$ cat src/rtl/dfbs_pkg.sv
// Shared types and constants of the delimited field byte selector.
// Holds the configuration, command and status structs and the register map.
// No dependencies.
`default_nettype none

package dfbs_pkg;

	// Default sizes, handed to the top level as parameter defaults
	localparam int DFBS_LINE_LIMIT        = 65534;
	localparam int DFBS_FIRST_FIELD_DEPTH = 63;
	localparam int DFBS_RANGE_SLOTS       = 6;

	// Fixed widths and limits
	localparam int POS_W       = 16;
	localparam int CFG_DATA_W  = 64;
	localparam int CFG_IDX_W   = 3;
	localparam int MAX_RANGES  = 6;
	localparam int MAX_RESULTS = 64;

	// Register indexes
	localparam logic [CFG_IDX_W-1:0] CFG_SELECT_MODE  = 3'd0;
	localparam logic [CFG_IDX_W-1:0] CFG_RANGE_COUNT  = 3'd1;
	localparam logic [CFG_IDX_W-1:0] CFG_RANGE_PAIR_A = 3'd2;
	localparam logic [CFG_IDX_W-1:0] CFG_RANGE_PAIR_B = 3'd3;
	localparam logic [CFG_IDX_W-1:0] CFG_RANGE_PAIR_C = 3'd4;
	localparam logic [CFG_IDX_W-1:0] CFG_OPTION_FLAGS = 3'd5;
	localparam logic [CFG_IDX_W-1:0] CFG_FIELD_DELIM  = 3'd6;
	localparam logic [CFG_IDX_W-1:0] CFG_OUTPUT_DELIM = 3'd7;

	// Option flag bits
	localparam int OPT_COMPLEMENT = 0;
	localparam int OPT_ONLY_DELIM = 1;
	localparam int OPT_ZERO_TERM  = 2;
	localparam int OPT_OUT_DELIM  = 3;

	// Reset value of the field delimiter (tab) and the terminator bytes
	localparam logic [7:0] FIELD_DELIM_RESET = 8'h09;
	localparam logic [7:0] NEWLINE_BYTE      = 8'h0A;
	localparam logic [7:0] ZERO_BYTE         = 8'h00;

	typedef struct packed {
		logic                       select_mode;
		logic [2:0]                 range_count;
		logic [2:0][CFG_DATA_W-1:0] range_pair;
		logic [3:0]                 option_flags;
		logic [7:0]                 field_delimiter;
		logic [7:0]                 output_delimiter;
	} cfg_t;

	// Source of the word loaded into the output register
	typedef enum logic [1:0] {
		SRC_REL,
		SRC_MID,
		SRC_TERM
	} src_t;

	typedef struct packed {
		logic take;
		logic load;
		logic advance;
		logic last;
		src_t src;
	} cmd_t;

	typedef struct packed {
		logic slot_free;
		logic plan_rel;
		logic plan_mid;
		logic plan_term;
		logic q_mid;
		logic q_term;
		logic rel_last;
	} stat_t;

endpackage

`default_nettype wire

$ cat src/rtl/dfbs_cfg.sv
// Configuration register file of the delimited field byte selector.
// Decodes the plain write port into the cfg_t struct; uses dfbs_pkg.
`default_nettype none

module dfbs_cfg
	import dfbs_pkg::*;
(
	input  wire logic                  clk,
	input  wire logic                  arst_n,
	input  wire logic                  cfg_write,
	input  wire logic [CFG_IDX_W-1:0]  cfg_index,
	input  wire logic [CFG_DATA_W-1:0] cfg_data,
	output cfg_t                       cfg
);

	cfg_t cfg_q;

	// Write the addressed register, keep only its defined bits
	always_ff @(posedge clk or negedge arst_n) begin
		if (!arst_n) begin
			cfg_q.select_mode      <= 1'b0;
			cfg_q.range_count      <= 3'd0;
			cfg_q.range_pair       <= '0;
			cfg_q.option_flags     <= 4'd0;
			cfg_q.field_delimiter  <= FIELD_DELIM_RESET;
			cfg_q.output_delimiter <= 8'd0;
		end else if (cfg_write) begin
			unique case (cfg_index)
				CFG_SELECT_MODE:  cfg_q.select_mode      <= cfg_data[0];
				CFG_RANGE_COUNT:  cfg_q.range_count      <= cfg_data[2:0];
				CFG_RANGE_PAIR_A: cfg_q.range_pair[0]    <= cfg_data;
				CFG_RANGE_PAIR_B: cfg_q.range_pair[1]    <= cfg_data;
				CFG_RANGE_PAIR_C: cfg_q.range_pair[2]    <= cfg_data;
				CFG_OPTION_FLAGS: cfg_q.option_flags     <= cfg_data[3:0];
				CFG_FIELD_DELIM:  cfg_q.field_delimiter  <= cfg_data[7:0];
				CFG_OUTPUT_DELIM: cfg_q.output_delimiter <= cfg_data[7:0];
				default: ;
			endcase
		end
	end

	assign cfg = cfg_q;

endmodule

`default_nettype wire

$ cat src/rtl/dfbs_ctrl.sv
// Controller of the delimited field byte selector: sequences the words of one
// input byte (released first field, middle word, terminator). Uses dfbs_pkg.
`default_nettype none

module dfbs_ctrl
	import dfbs_pkg::*;
(
	input  wire logic clk,
	input  wire logic arst_n,
	input  wire logic in_valid,
	output logic      in_ready,
	input  stat_t     stat,
	output cmd_t      cmd
);

	typedef enum logic [2:0] {
		ST_IDLE,
		ST_PREP,
		ST_REL,
		ST_MID,
		ST_TERM
	} state_t;

	state_t state_q;
	state_t state_nxt;

	// Decide the next step and the command for the datapath
	always_comb begin
		cmd       = '0;
		cmd.src   = SRC_REL;
		state_nxt = state_q;
		unique case (state_q)
			ST_IDLE: begin
				if (in_valid) begin
					cmd.take = 1'b1;
					if (stat.plan_rel) begin
						state_nxt = ST_PREP;
					end else if (stat.plan_mid) begin
						if (stat.slot_free) begin
							cmd.load  = 1'b1;
							cmd.src   = SRC_MID;
							cmd.last  = !stat.plan_term;
							state_nxt = stat.plan_term ? ST_TERM : ST_IDLE;
						end else begin
							state_nxt = ST_MID;
						end
					end else if (stat.plan_term) begin
						if (stat.slot_free) begin
							cmd.load = 1'b1;
							cmd.src  = SRC_TERM;
							cmd.last = 1'b1;
						end else begin
							state_nxt = ST_TERM;
						end
					end
				end
			end
			ST_PREP: begin
				// first stored byte is being read
				state_nxt = ST_REL;
			end
			ST_REL: begin
				if (stat.slot_free) begin
					cmd.load    = 1'b1;
					cmd.advance = 1'b1;
					cmd.src     = SRC_REL;
					cmd.last    = stat.rel_last && !stat.q_mid && !stat.q_term;
					if (stat.rel_last) begin
						if (stat.q_mid) begin
							state_nxt = ST_MID;
						end else if (stat.q_term) begin
							state_nxt = ST_TERM;
						end else begin
							state_nxt = ST_IDLE;
						end
					end
				end
			end
			ST_MID: begin
				if (stat.slot_free) begin
					cmd.load  = 1'b1;
					cmd.src   = SRC_MID;
					cmd.last  = !stat.q_term;
					state_nxt = stat.q_term ? ST_TERM : ST_IDLE;
				end
			end
			ST_TERM: begin
				if (stat.slot_free) begin
					cmd.load  = 1'b1;
					cmd.src   = SRC_TERM;
					cmd.last  = 1'b1;
					state_nxt = ST_IDLE;
				end
			end
			default: state_nxt = ST_IDLE;
		endcase
	end

	// Hold state
	always_ff @(posedge clk or negedge arst_n) begin
		if (!arst_n) begin
			state_q <= ST_IDLE;
		end else begin
			state_q <= state_nxt;
		end
	end

	assign in_ready = (state_q == ST_IDLE);

endmodule

`default_nettype wire

$ cat src/rtl/dfbs_dp.sv
// Datapath of the delimited field byte selector: line state, range compare,
// first-field store, word plan and output register. Uses dfbs_pkg.
`default_nettype none

module dfbs_dp
	import dfbs_pkg::*;
#(
	parameter int LINE_LIMIT        = DFBS_LINE_LIMIT,
	parameter int FIRST_FIELD_DEPTH = DFBS_FIRST_FIELD_DEPTH,
	parameter int RANGE_SLOTS       = DFBS_RANGE_SLOTS
) (
	input  wire logic       clk,
	input  wire logic       arst_n,
	input  cfg_t            cfg,
	input  wire logic [7:0] in_byte,
	input  wire logic       end_of_input,
	input  cmd_t            cmd,
	output stat_t           stat,
	output logic            out_valid,
	input  wire logic       out_ready,
	output logic [7:0]      out_byte,
	output logic            run_last
);

	localparam int LW = $clog2(FIRST_FIELD_DEPTH + 1);
	localparam int AW = (FIRST_FIELD_DEPTH > 1) ? $clog2(FIRST_FIELD_DEPTH) : 1;

	// True when pos lies in one of the active ranges, inverted under complement
	function automatic logic range_select(input cfg_t c, input logic [2:0] cnt,
			input logic [POS_W-1:0] pos);
		logic             hit;
		logic [63:0]      pr;
		logic [POS_W-1:0] lo;
		logic [POS_W-1:0] hi;
		hit = 1'b0;
		for (int i = 0; i < MAX_RANGES; i++) begin
			pr = c.range_pair[i >> 1];
			lo = ((i & 1) != 0) ? pr[47:32] : pr[15:0];
			hi = ((i & 1) != 0) ? pr[63:48] : pr[31:16];
			if ((3'(i) < cnt) && (pos >= lo) && (pos <= hi)) begin
				hit = 1'b1;
			end
		end
		return c.option_flags[OPT_COMPLEMENT] ? !hit : hit;
	endfunction

	// Line state
	logic [POS_W-1:0] lp_q;
	logic [POS_W-1:0] fn_q;
	logic             ds_q;
	logic             ae_q;
	logic             zs_q;
	logic [LW-1:0]    len_q;

	logic [POS_W-1:0] lp_n;
	logic [POS_W-1:0] fn_n;
	logic             ds_n;
	logic             ae_n;
	logic             zs_n;
	logic [LW-1:0]    len_n;

	// Plan of the words for the byte being taken
	logic [LW-1:0] rel_n;
	logic          has_mid;
	logic          has_term;
	logic          mid_byte;
	logic [7:0]    mid_val;
	logic          wr_en;
	logic          do_close;
	logic          ae_tmp;
	logic [7:0]    total;

	logic [LW-1:0] rel_n_q;
	logic          has_mid_q;
	logic          has_term_q;
	logic [7:0]    mid_q;
	logic [7:0]    term_q;
	logic [LW-1:0] idx_q;

	// First-field store
	logic [7:0]    ff_mem_q [FIRST_FIELD_DEPTH];
	logic [7:0]    rd_q;
	logic [LW-1:0] rd_idx;
	logic [AW-1:0] rd_addr;

	logic [7:0]       out_byte_q;
	logic             run_last_q;
	logic             out_valid_q;

	logic [7:0]       term_b;
	logic [7:0]       sep_b;
	logic [2:0]       cnt;
	logic             fmode;
	logic             is_term;
	logic             is_delim;
	logic             lp_ok;
	logic [POS_W-1:0] lp_inc;
	logic [POS_W-1:0] fn_inc;
	logic [POS_W-1:0] pos;
	logic             sel_p;
	logic             sel_one;
	logic             store_ok;
	logic [7:0]       src_byte;

	// Decode the current byte against the configuration
	always_comb begin
		term_b   = cfg.option_flags[OPT_ZERO_TERM] ? ZERO_BYTE : NEWLINE_BYTE;
		sep_b    = cfg.option_flags[OPT_OUT_DELIM] ? cfg.output_delimiter
		                                           : cfg.field_delimiter;
		cnt      = (cfg.range_count > 3'(RANGE_SLOTS)) ? 3'(RANGE_SLOTS) : cfg.range_count;
		fmode    = cfg.select_mode;
		is_term  = (in_byte == term_b);
		is_delim = fmode && (in_byte == cfg.field_delimiter);
		lp_ok    = (lp_q < POS_W'(LINE_LIMIT));
		lp_inc   = lp_q + 1'b1;
		fn_inc   = (fn_q == {POS_W{1'b1}}) ? fn_q : fn_q + 1'b1;
		pos      = !fmode ? lp_inc : (is_delim ? fn_inc : fn_q);
		sel_p    = range_select(cfg, cnt, pos);
		sel_one  = range_select(cfg, cnt, POS_W'(1));
		store_ok = (len_q < LW'(FIRST_FIELD_DEPTH));
	end

	// Work out the next line state and the words this byte causes
	always_comb begin
		lp_n     = lp_q;
		fn_n     = fn_q;
		ds_n     = ds_q;
		ae_n     = ae_q;
		zs_n     = zs_q;
		len_n    = len_q;
		rel_n    = '0;
		has_mid  = 1'b0;
		has_term = 1'b0;
		mid_byte = 1'b1;
		wr_en    = 1'b0;
		do_close = 1'b0;
		ae_tmp   = ae_q;
		if (is_term) begin
			do_close = 1'b1;
		end else if (lp_ok) begin
			lp_n = lp_inc;
			if (!zs_q) begin
				if (in_byte == ZERO_BYTE) begin
					zs_n = 1'b1;
				end else if (!fmode) begin
					has_mid = sel_p;
				end else if (is_delim) begin
					ds_n = 1'b1;
					if (!ds_q && sel_one) begin
						rel_n  = len_q;
						ae_tmp = 1'b1;
					end
					fn_n = fn_inc;
					if (sel_p) begin
						has_mid  = ae_tmp;
						mid_byte = 1'b0;
						ae_tmp   = 1'b1;
					end
					ae_n = ae_tmp;
				end else if (!ds_q) begin
					if (store_ok) begin
						wr_en = 1'b1;
						len_n = len_q + 1'b1;
					end
				end else begin
					has_mid = sel_p;
				end
			end
		end
		if (!is_term && end_of_input && (lp_n != '0)) begin
			do_close = 1'b1;
		end
		// Close line: flush an undelimited first field and terminate, or drop both
		if (do_close) begin
			if (fmode && !ds_n) begin
				if (!cfg.option_flags[OPT_ONLY_DELIM]) begin
					rel_n    = len_n;
					has_term = 1'b1;
				end
			end else begin
				has_term = 1'b1;
			end
			lp_n  = '0;
			fn_n  = POS_W'(1);
			ds_n  = 1'b0;
			ae_n  = 1'b0;
			zs_n  = 1'b0;
			len_n = '0;
		end
		// Drop the terminator when the word count runs past the cap
		total = 8'(rel_n) + 8'(has_mid) + 8'(has_term);
		if (total > 8'(MAX_RESULTS)) begin
			has_term = 1'b0;
		end
		mid_val = mid_byte ? in_byte : sep_b;
	end

	// Advance line state on each taken byte
	always_ff @(posedge clk or negedge arst_n) begin
		if (!arst_n) begin
			lp_q  <= '0;
			fn_q  <= POS_W'(1);
			ds_q  <= 1'b0;
			ae_q  <= 1'b0;
			zs_q  <= 1'b0;
			len_q <= '0;
		end else if (cmd.take) begin
			lp_q  <= lp_n;
			fn_q  <= fn_n;
			ds_q  <= ds_n;
			ae_q  <= ae_n;
			zs_q  <= zs_n;
			len_q <= len_n;
		end
	end

	// Capture the plan and step through the released field
	always_ff @(posedge clk or negedge arst_n) begin
		if (!arst_n) begin
			has_mid_q  <= 1'b0;
			has_term_q <= 1'b0;
			rel_n_q    <= '0;
			idx_q      <= '0;
		end else begin
			if (cmd.take) begin
				has_mid_q  <= has_mid;
				has_term_q <= has_term;
				rel_n_q    <= rel_n;
				idx_q      <= '0;
			end else if (cmd.advance) begin
				idx_q <= idx_q + 1'b1;
			end
		end
	end

	always_ff @(posedge clk) begin
		if (cmd.take) begin
			mid_q  <= mid_val;
			term_q <= term_b;
		end
	end

	// Prefetch the next stored byte; release runs a word per cycle unless stalled
	always_comb begin
		rd_idx  = cmd.advance ? idx_q + 1'b1 : idx_q;
		rd_addr = (rd_idx < LW'(FIRST_FIELD_DEPTH)) ? rd_idx[AW-1:0] : '0;
	end

	always_ff @(posedge clk) begin
		if (cmd.take && wr_en) begin
			ff_mem_q[len_q[AW-1:0]] <= in_byte;
		end
		rd_q <= ff_mem_q[rd_addr];
	end

	// Select the word for the output register
	always_comb begin
		case (cmd.src)
			SRC_REL:  src_byte = rd_q;
			SRC_MID:  src_byte = cmd.take ? mid_val : mid_q;
			SRC_TERM: src_byte = cmd.take ? term_b : term_q;
			default:  src_byte = rd_q;
		endcase
	end

	// Output register: load a word, drop it once taken
	always_ff @(posedge clk or negedge arst_n) begin
		if (!arst_n) begin
			out_valid_q <= 1'b0;
		end else if (cmd.load) begin
			out_valid_q <= 1'b1;
		end else if (out_ready) begin
			out_valid_q <= 1'b0;
		end
	end

	always_ff @(posedge clk) begin
		if (cmd.load) begin
			out_byte_q <= src_byte;
			run_last_q <= cmd.last;
		end
	end

	// Status to the controller
	always_comb begin
		stat.slot_free = !out_valid_q || out_ready;
		stat.plan_rel  = (rel_n != '0);
		stat.plan_mid  = has_mid;
		stat.plan_term = has_term;
		stat.q_mid     = has_mid_q;
		stat.q_term    = has_term_q;
		stat.rel_last  = (LW'(idx_q + 1'b1) == rel_n_q);
	end

	assign out_valid = out_valid_q;
	assign out_byte  = out_byte_q;
	assign run_last  = run_last_q;

endmodule

`default_nettype wire

$ cat src/rtl/delimited_field_byte_selector_core.sv
// Delimited field byte selector: a line filter that passes chosen byte
// positions or chosen delimited fields of a text stream.
//
// Channels: the input takes one text word (in_byte, end_of_input) per
// in_valid/in_ready handshake; the output gives one word (out_byte,
// run_last) per out_valid/out_ready handshake, run_last marking the final
// word caused by an input word. Configuration is a plain write port
// (cfg_write, cfg_index, cfg_data); the user must write it only while the
// block is idle. The block itself does not enforce this.
// Sequencing: an input word that causes no word or one word is finished
// on acceptance if the output register is free; one that causes a middle
// word and a terminator also passes the terminator state. A word that
// releases the buffered first field passes the prefetch state, where the
// first-field memory is read, then gives one byte a cycle while the output
// register is free; with no release, the first word loads on acceptance.
//
// Reset clears the line state, the controller and the output valid flag;
// configuration registers return to their reset values. When the receiver
// stalls, the output register holds its word and the block stops taking
// input once the word sequence of the current input word cannot advance.
`default_nettype none

module delimited_field_byte_selector_core
	import dfbs_pkg::*;
#(
	parameter int LINE_LIMIT        = DFBS_LINE_LIMIT,
	parameter int FIRST_FIELD_DEPTH = DFBS_FIRST_FIELD_DEPTH,
	parameter int RANGE_SLOTS       = DFBS_RANGE_SLOTS
) (
	input  wire logic                  clk,
	input  wire logic                  arst_n,
	input  wire logic                  cfg_write,
	input  wire logic [CFG_IDX_W-1:0]  cfg_index,
	input  wire logic [CFG_DATA_W-1:0] cfg_data,
	input  wire logic                  in_valid,
	output logic                       in_ready,
	input  wire logic [7:0]            in_byte,
	input  wire logic                  end_of_input,
	output logic                       out_valid,
	input  wire logic                  out_ready,
	output logic [7:0]                 out_byte,
	output logic                       run_last
);

	cfg_t  cfg;
	cmd_t  cmd;
	stat_t stat;

	dfbs_cfg u_cfg (
		.clk       (clk),
		.arst_n    (arst_n),
		.cfg_write (cfg_write),
		.cfg_index (cfg_index),
		.cfg_data  (cfg_data),
		.cfg       (cfg)
	);

	dfbs_ctrl u_ctrl (
		.clk      (clk),
		.arst_n   (arst_n),
		.in_valid (in_valid),
		.in_ready (in_ready),
		.stat     (stat),
		.cmd      (cmd)
	);

	dfbs_dp #(
		.LINE_LIMIT        (LINE_LIMIT),
		.FIRST_FIELD_DEPTH (FIRST_FIELD_DEPTH),
		.RANGE_SLOTS       (RANGE_SLOTS)
	) u_dp (
		.clk          (clk),
		.arst_n       (arst_n),
		.cfg          (cfg),
		.in_byte      (in_byte),
		.end_of_input (end_of_input),
		.cmd          (cmd),
		.stat         (stat),
		.out_valid    (out_valid),
		.out_ready    (out_ready),
		.out_byte     (out_byte),
		.run_last     (run_last)
	);

endmodule

`default_nettype wire

$ cat config.mk
export PLATFORM = sky130hd
export DESIGN_NAME = delimited_field_byte_selector_core
export DESIGN_NICKNAME = d
export VERILOG_FILES = /design/src/rtl/dfbs_pkg.sv /design/src/rtl/dfbs_cfg.sv /design/src/rtl/dfbs_ctrl.sv /design/src/rtl/dfbs_dp.sv /design/src/rtl/delimited_field_byte_selector_core.sv
export SDC_FILE = /design/constraint.sdc
export NUM_CORES = 1
export LEC_CHECK = 0
export ABC_AREA = 0
export BUFFER_PORTS_ARGS = -buffer_cell sky130_fd_sc_hd__buf_4
export CELL_PAD_IN_SITES_DETAIL_PLACEMENT = 0
export CELL_PAD_IN_SITES_GLOBAL_PLACEMENT = 1
export CORE_UTILIZATION = 45
export CTS_BUF_LIST = sky130_fd_sc_hd__clkbuf_8
export DETAILED_ROUTE_END_ITERATION = 16
export PLACE_DENSITY_LB_ADDON = 0.2
export SYNTH_ARGS = -nofsm -noshare
export SYNTH_HDL_FRONTEND = slang
export SYNTH_SLANG_ARGS = --single-unit
$ cat constraint.sdc
create_clock -name clk -period 14.8 [get_ports clk]
set_clock_uncertainty 0.15 [all_clocks]
set_input_delay 1.48 -clock clk [delete_from_list [all_inputs] [get_ports clk]]
set_output_delay 1.48 -clock clk [all_outputs]
set_load 0.005 [all_outputs]
==> summary.txt, run 1 <==
Status: finished, final reports clean
Total GRT Usage: 25.17%
Post-Route M1 WL: 47,460 um
Slew HR: 22.19%
Worst reg2reg setup slack: 5.63 ns
# clock sinks: 812
Multi-input logic area: 14,880 um2
Period utilization: 67.64%
Critical path's most frequent cell: ha_1
Nets: 3,762
Global-route wire length before repair: 170,100 um
Yosys top cell area share: 39.37%
Worst EP arrival: 10.28 ns
Initial DRC Count: 2,136
Fillers: 7,646
Die height: 296.9 um
Unrepaired setup endpoints after global routing: no
Mapped Cells: 3,359
Max-cap violations: 0
Hpwl dp: 73,950 um
IO Pins: 92
Clk root buf: clkbuf_8
Final setup fails: 0
Main synth FF type: edfxtp_1
Worst-Margin Slew: 1.164 ns
Cell Pwr Density: 141.5 nW/um2
Die width: 296.9 um
Sequential cell area: 22,770 um2
Largest net degree at the start of global routing: 82
Residual DRC: 0
Max stage delay on crit path: 0.84 ns
Final core utilization: 51.09%
CTS Hold Buffers Added: 0
CTS clk-pin slew, worst paths: 0.06 ns
Pins Over Slew Limit: 0
Placer Congestion: 0.8831
Hold Crit Class: flop to flop
Post-CTS Resized: 0
Crit path max fanout: 66
Peak supply drop: 0.07570 mV
Synth Area per Inst: 11.65 um2
Top cells by area, synth: edfxtp_1, dfrtp_1, ha_1
Critical Path RT: 15.07 ns
Post-synthesis async set-or-reset flop share: 33.87%
Row count: 107
Area delta synth->final: 11.89%
Mean routed wirelength per cell: 23.41 um
Reg-to-Reg Start: u_cfg.cfg[14]
Worst hold margin: 0.2971 ns
Final hold violation count: 0
Layout cells sized above 1: 14.04%
Core footprint: 85,680 um2
Met2 Wirelength: 53,320 um
Vias: 27.80k
Register area share after synthesis: 58.20%
Final wirelength: 110,900 um
Buffers on Ports: 91
Synth Warn #: 0
Synth Net Count: 3,642
Uppermost routed layer: met4
Vias in the first global route: 28.18k
Met3 wire length: 6416 um
Fmax: 0.09989 GHz
Initial antenna violation count: 1
Synth cell types: 89
Pre-antenna DRT Iters: 5
Seq cells post-synth: 812
Cell Area, Synth: 39,120 um2
Leading area contributor after synthesis: edfxtp_1
Clk_lat worst skew: 0.81 ns
Final ANT Viol Nets: 0
Final setup TNS: 0 ns
CP startpoint: in_byte[6]
Slowest cell on the critical path: a21oi_1
Worst Setup End Kind: flop
Number of synthesized flops with an enable pin: 513
Worst hold start: u_dp.mid_q[2]
Via/cell ratio: 5.869
Starting Density: 45.66%
Setup crit start kind: input port
H-tree depth: 4
Gr ovfl total: 0
CTS Buf Count: 138
Postcts setup bufs: 0
Clock buffer depth: 3
Leakage: 17.48 nW
Die area: 88,130 um2
CTS tree: yes
Crit Path Category: input port to flop
Tmin final: 10.01 ns
==> flip-flops by register name (all words and copies together), names as in the netlist, 3 cells and up <==
signal,cells
u_dp.out_byte,8
u_cfg.cfg,216
u_dp.len_q,6
u_dp.ff_mem_q,504
u_dp.rd_q,8
u_dp.mid_q,8
u_ctrl.state_q,3
u_dp.rel_n_q,6
u_dp.term_q,8
u_dp.fn_q,16
u_dp.idx_q,6
u_dp.lp_q,16
==> metrics by stage <==
stage               setup WS, ns  cell area [um2]  total power, mW  cells
floorplan                  6.260            39120            3.696   3359
global placement           4.320            41010            4.174   4483
detailed placement         4.135            41010            4.215   4483
CTS                        4.996            43770            6.232   4735
global route               4.138            43780            6.506   4736
finish                     4.789            43780            6.193   4736
==> power breakdown <==
group	total (mW)	internal (mW)	switching, mW
clock	2.01	1.06	0.948
combinational	1.41	0.536	0.878
sequential	2.77	2.62	0.155
total	6.19	4.21	1.98
==> final timing paths <==
kind / cells past startpoint / end
max in group asynchronous: 2 / u_dp.idx_q[1]
worst max register to register: 29 / u_dp.out_byte[3]
min in group asynchronous: 1 / u_cfg.cfg[125]
worst max-delay path: 30 / u_dp.out_byte[3]
worst min register to register: 2 / u_dp.mid_q[2]
worst min-delay path: 2 / u_dp.mid_q[2]
==> kinds of logic after synthesis <==
logic type               synth area share, %
XOR/XNOR                               1.094
flip-flops                             58.20
adder cells (fa/ha/maj)                6.486
AO/OA/AOI/OAI                          12.58
AND/OR/NAND/NOR                        11.11
buffers and inverters                  3.975
multiplexers                           6.553
==> cell usage in the layout (no fill, tap or decap), drive strengths merged, types with 24 or more instances in the layout <==
| cell type | instances |
|---|---|
| edfxtp | 513 |
| nand2 | 387 |
| inv | 277 |
| o21ai | 276 |
| dfrtp | 272 |
| ha | 202 |
| a21oi | 199 |
| nor2 | 159 |
| clkbuf | 158 |
| buf | 145 |
| mux2 | 101 |
| nand3 | 93 |
| mux2i | 66 |
| nor4 | 61 |
| nand4 | 49 |
| nor3 | 35 |
| mux4 | 34 |
| clkinv | 34 |
| a31oi | 30 |
| a311oi | 29 |
| a21o | 29 |
| a211oi | 28 |
| a221oi | 28 |
| xor2 | 26 |
| dfxtp | 24 |
| o31ai | 24 |
==> area by class of cell <==
cell class,instances,share of cell area [%]
flip-flops and latches,812,52.02
multi-input cells,2159,33.98
clock buffers,158,4.968
well taps,1144,3.270
repair buffers,145,2.504
inverters,223,1.912
clock inverters,94,1.340
diodes,1,0.005716
==> cells in the mapped netlist (9+ instances only) <==
cell type / instances
edfxtp_1: 513
nand2_1: 387
o21ai_0: 275
dfrtp_1: 272
inv_1: 223
ha_1: 202
a21oi_1: 199
nor2_1: 157
clkbuf_1: 125
mux2_2: 101
nand3_1: 90
mux2i_1: 66
nor4_1: 61
nand4_1: 49
mux4_2: 34
nor3_1: 33
a31oi_1: 30
a21o_1: 29
a311oi_1: 29
a211oi_1: 28
a221oi_1: 28
xor2_1: 26
dfxtp_1: 24
o31ai_1: 23
and3_1: 21
xnor2_1: 21
o22ai_1: 19
buf_2: 17
buf_1: 15
nand2b_1: 15
nor2b_1: 15
a22o_1: 14
and2_1: 14
a22oi_1: 13
o21a_1: 13
a211o_1: 12
and4_1: 12
o211ai_1: 12
or3_1: 11
or4_1: 11
o221ai_1: 10
o32ai_1: 9
==> critical path, delay by kind of cell <==
| family | cells | cell delay [ns] |
|---|---|---|
| AO/OA/AOI/OAI | 11 | 3.33 |
| AND/OR/NAND/NOR | 9 | 2.63 |
| adder cells (fa/ha/maj) | 4 | 1.24 |
| buffers and inverters | 3 | 1.03 |
| XOR/XNOR | 2 | 0.31 |
| multiplexers | 1 | 0.15 |
==> metal layers <==
layer  track usage, %  vias to the layer above
li1                 -                    12780
met1            33.13                    13910
met2            41.52                      892
met3            4.184                      215
met4            9.917                        0
met5                0                        -
Power figures use the tool's default switching activity.
==> run 2, diff against run 1 <==
clock period = 8.9 ns   (was 14.8 ns; I/O delays follow)
==> run 2 against run 1 <==
Against the previous run:
- register-to-register slack got worse by 4.9 ns
- non-clock buffer count grew 20
- sequential power grew 68%
- critical endpoint is now u_dp.out_byte[5]
- via count increased by 0.70%
- clock power grew 69%
- highest routed layer unchanged
- largest cell class unchanged
- flip-flop and latch count stayed put
- core utilization increased by 0.27 points
- global-route usage grew 0.85 points
==> summary.txt, run 2 (synthesis results as in run 1) <==
CP startpoint: u_cfg.cfg[14]
Leakage: 17.60 nW
Fmax: 0.1229 GHz
Die area: 88,130 um2
Residual DRC: 0
Starting Density: 45.66%
Setup crit start kind: flop
Worst EP arrival: 8.51 ns
Tmin final: 8.137 ns
Final ANT Viol Nets: 0
Placer Congestion: 0.9171
Initial antenna violation count: 2
Core footprint: 85,680 um2
Critical Path RT: 9.27 ns
Via/cell ratio: 5.875
DP Worst Slack: 0.4053 ns
Layout cells sized above 1: 14.70%
Max-cap violations: 0
# clock sinks: 812
Global-route wire length before repair: 173,700 um
Die width: 296.9 um
Pins Over Slew Limit: 0
CTS tree: yes
Pre-antenna DRT Iters: 5
Slowest cell on the critical path: nor4_1
Unrepaired setup endpoints after global routing: no
Buffers on Ports: 91
Peak supply drop: 0.1433 mV
Max stage delay on crit path: 0.53 ns
IO Pins: 92
Total GRT Usage: 26.01%
Row count: 107
Hold Crit Class: input port to flop
Final hold violation count: 0
Final setup TNS: 0 ns
Most frequent cells in the layout: edfxtp_1, nand2_1, dfrtp_1
Clock buffer depth: 3
Die height: 296.9 um
Status: finished, final reports clean
Period utilization: 91.43%
Most common cell after layout, fill and taps aside: edfxtp_1
CTS clk-pin slew, worst paths: 0.06 ns
Cell Pwr Density: 236.5 nW/um2
Clk_lat worst skew: 0.84 ns
Gr ovfl total: 0
Pwr Total: 10.41 mW
Final wirelength: 114,900 um
Nets: 3,786
Mean routed wirelength per cell: 24.11 um
Worst-Margin Slew: 1.160 ns
Crit Path Category: flop to flop
Max reg flops: 504
Crit path max fanout: 10
Initial DRC Count: 2,194
CTS Buf Count: 142
Largest net degree at the start of global routing: 103
Worst setup margin: 0.7627 ns
Vias in the first global route: 28.14k
Worst Setup End Kind: flop
Slew HR: 22.39%
Reg-to-Reg Start: u_cfg.cfg[14]
Final setup fails: 0
Clk root buf: clkbuf_8
Worst reg2reg setup slack: 0.76 ns
Hpwl dp: 78,460 um
Worst hold start: cfg_data[52]
Final core utilization: 51.36%
Area delta synth->final: 12.48%
H-tree depth: 4
Vias: 27.99k
## run 2: changes by cell type in the layout (fill, tap and decap cells not counted), moves of 2 or more
cell,previous run,this run
clkinv_1,15,20
clkbuf_8,158,164
inv_1,270,264
clkinv_2,15,17
buf_4,144,163
bufinv_16,4,2
inv_12,1,3
## run 2: metal layers
| layer | routed length [um] | part of all wire, % | track usage [%] |
|---|---|---|---|
| met1 | 47940 | 42 | 33.62 |
| met2 | 56430 | 49 | 43.75 |
| met3 | 6812 | 5.9 | 4.279 |
| met4 | 3674 | 3.2 | 10.08 |
| met5 | 0 | 0 | 0 |
## run 2: timing repair
item | 4_1_cts | 5_1_grt
setup buffers | 0 | 0
hold endpoints to repair | 61 | 0
hold buffers | 1 | 0
gates resized for setup | 0 | 0
## run 2: area by class of cell
| class | count | area (um2) |
|---|---|---|
| tap | 1144 | 1431 |
| fill | 7614 | 41680 |
| antenna | 1 | 2.502 |
| multi-input combinational | 2159 | 14880 |
| sequential | 812 | 22770 |
| timing repair buffer | 165 | 1249 |
| clock inverter | 96 | 584.3 |
| inverter | 223 | 837.1 |
| clock buffer | 164 | 2257 |
## run 2: critical path, delay by kind of cell (launching register included)
kind,cells,cell delay (ns)
adder cells (fa/ha/maj),4,1.11
buffers and inverters,4,1.04
AO/OA/AOI/OAI,8,2.04
multiplexers,1,0.30
AND/OR/NAND/NOR,10,2.48
XOR/XNOR,1,0.20
flip-flops,1,0.49
## run 2: worst paths after layout
path | to | cells after the start
setup / recovery | u_dp.out_byte[5] | 28
setup reg to reg | u_dp.out_byte[5] | 28
min in group asynchronous | u_cfg.cfg[125] | 2
hold / removal | u_cfg.cfg[72] | 3
max in group asynchronous | u_cfg.cfg[82] | 3
hold reg to reg | u_dp.mid_q[2] | 2
## run 2: stage by stage
| stage | cell area [um2] | hold WS [ns] | cells |
|---|---|---|---|
| 6_report | 44010 | 0.1425 | 4764 |
| 5_1_grt | 44010 | 0.1383 | 4764 |
| 4_1_cts | 44000 | 0.08615 | 4763 |
| 3_5_place_dp | 41150 | 0.2880 | 4502 |
| 3_3_place_gp | 41150 | 0.2822 | 4502 |
| 2_1_floorplan | 39120 | 0.2699 | 3359 |
## run 2: where the power goes
part	internal [mW]	leakage [nW]	switching [mW]
Combinational	0.903	7.75	1.47
Sequential	4.35	8.23	0.286
Clock	1.77	1.62	1.62
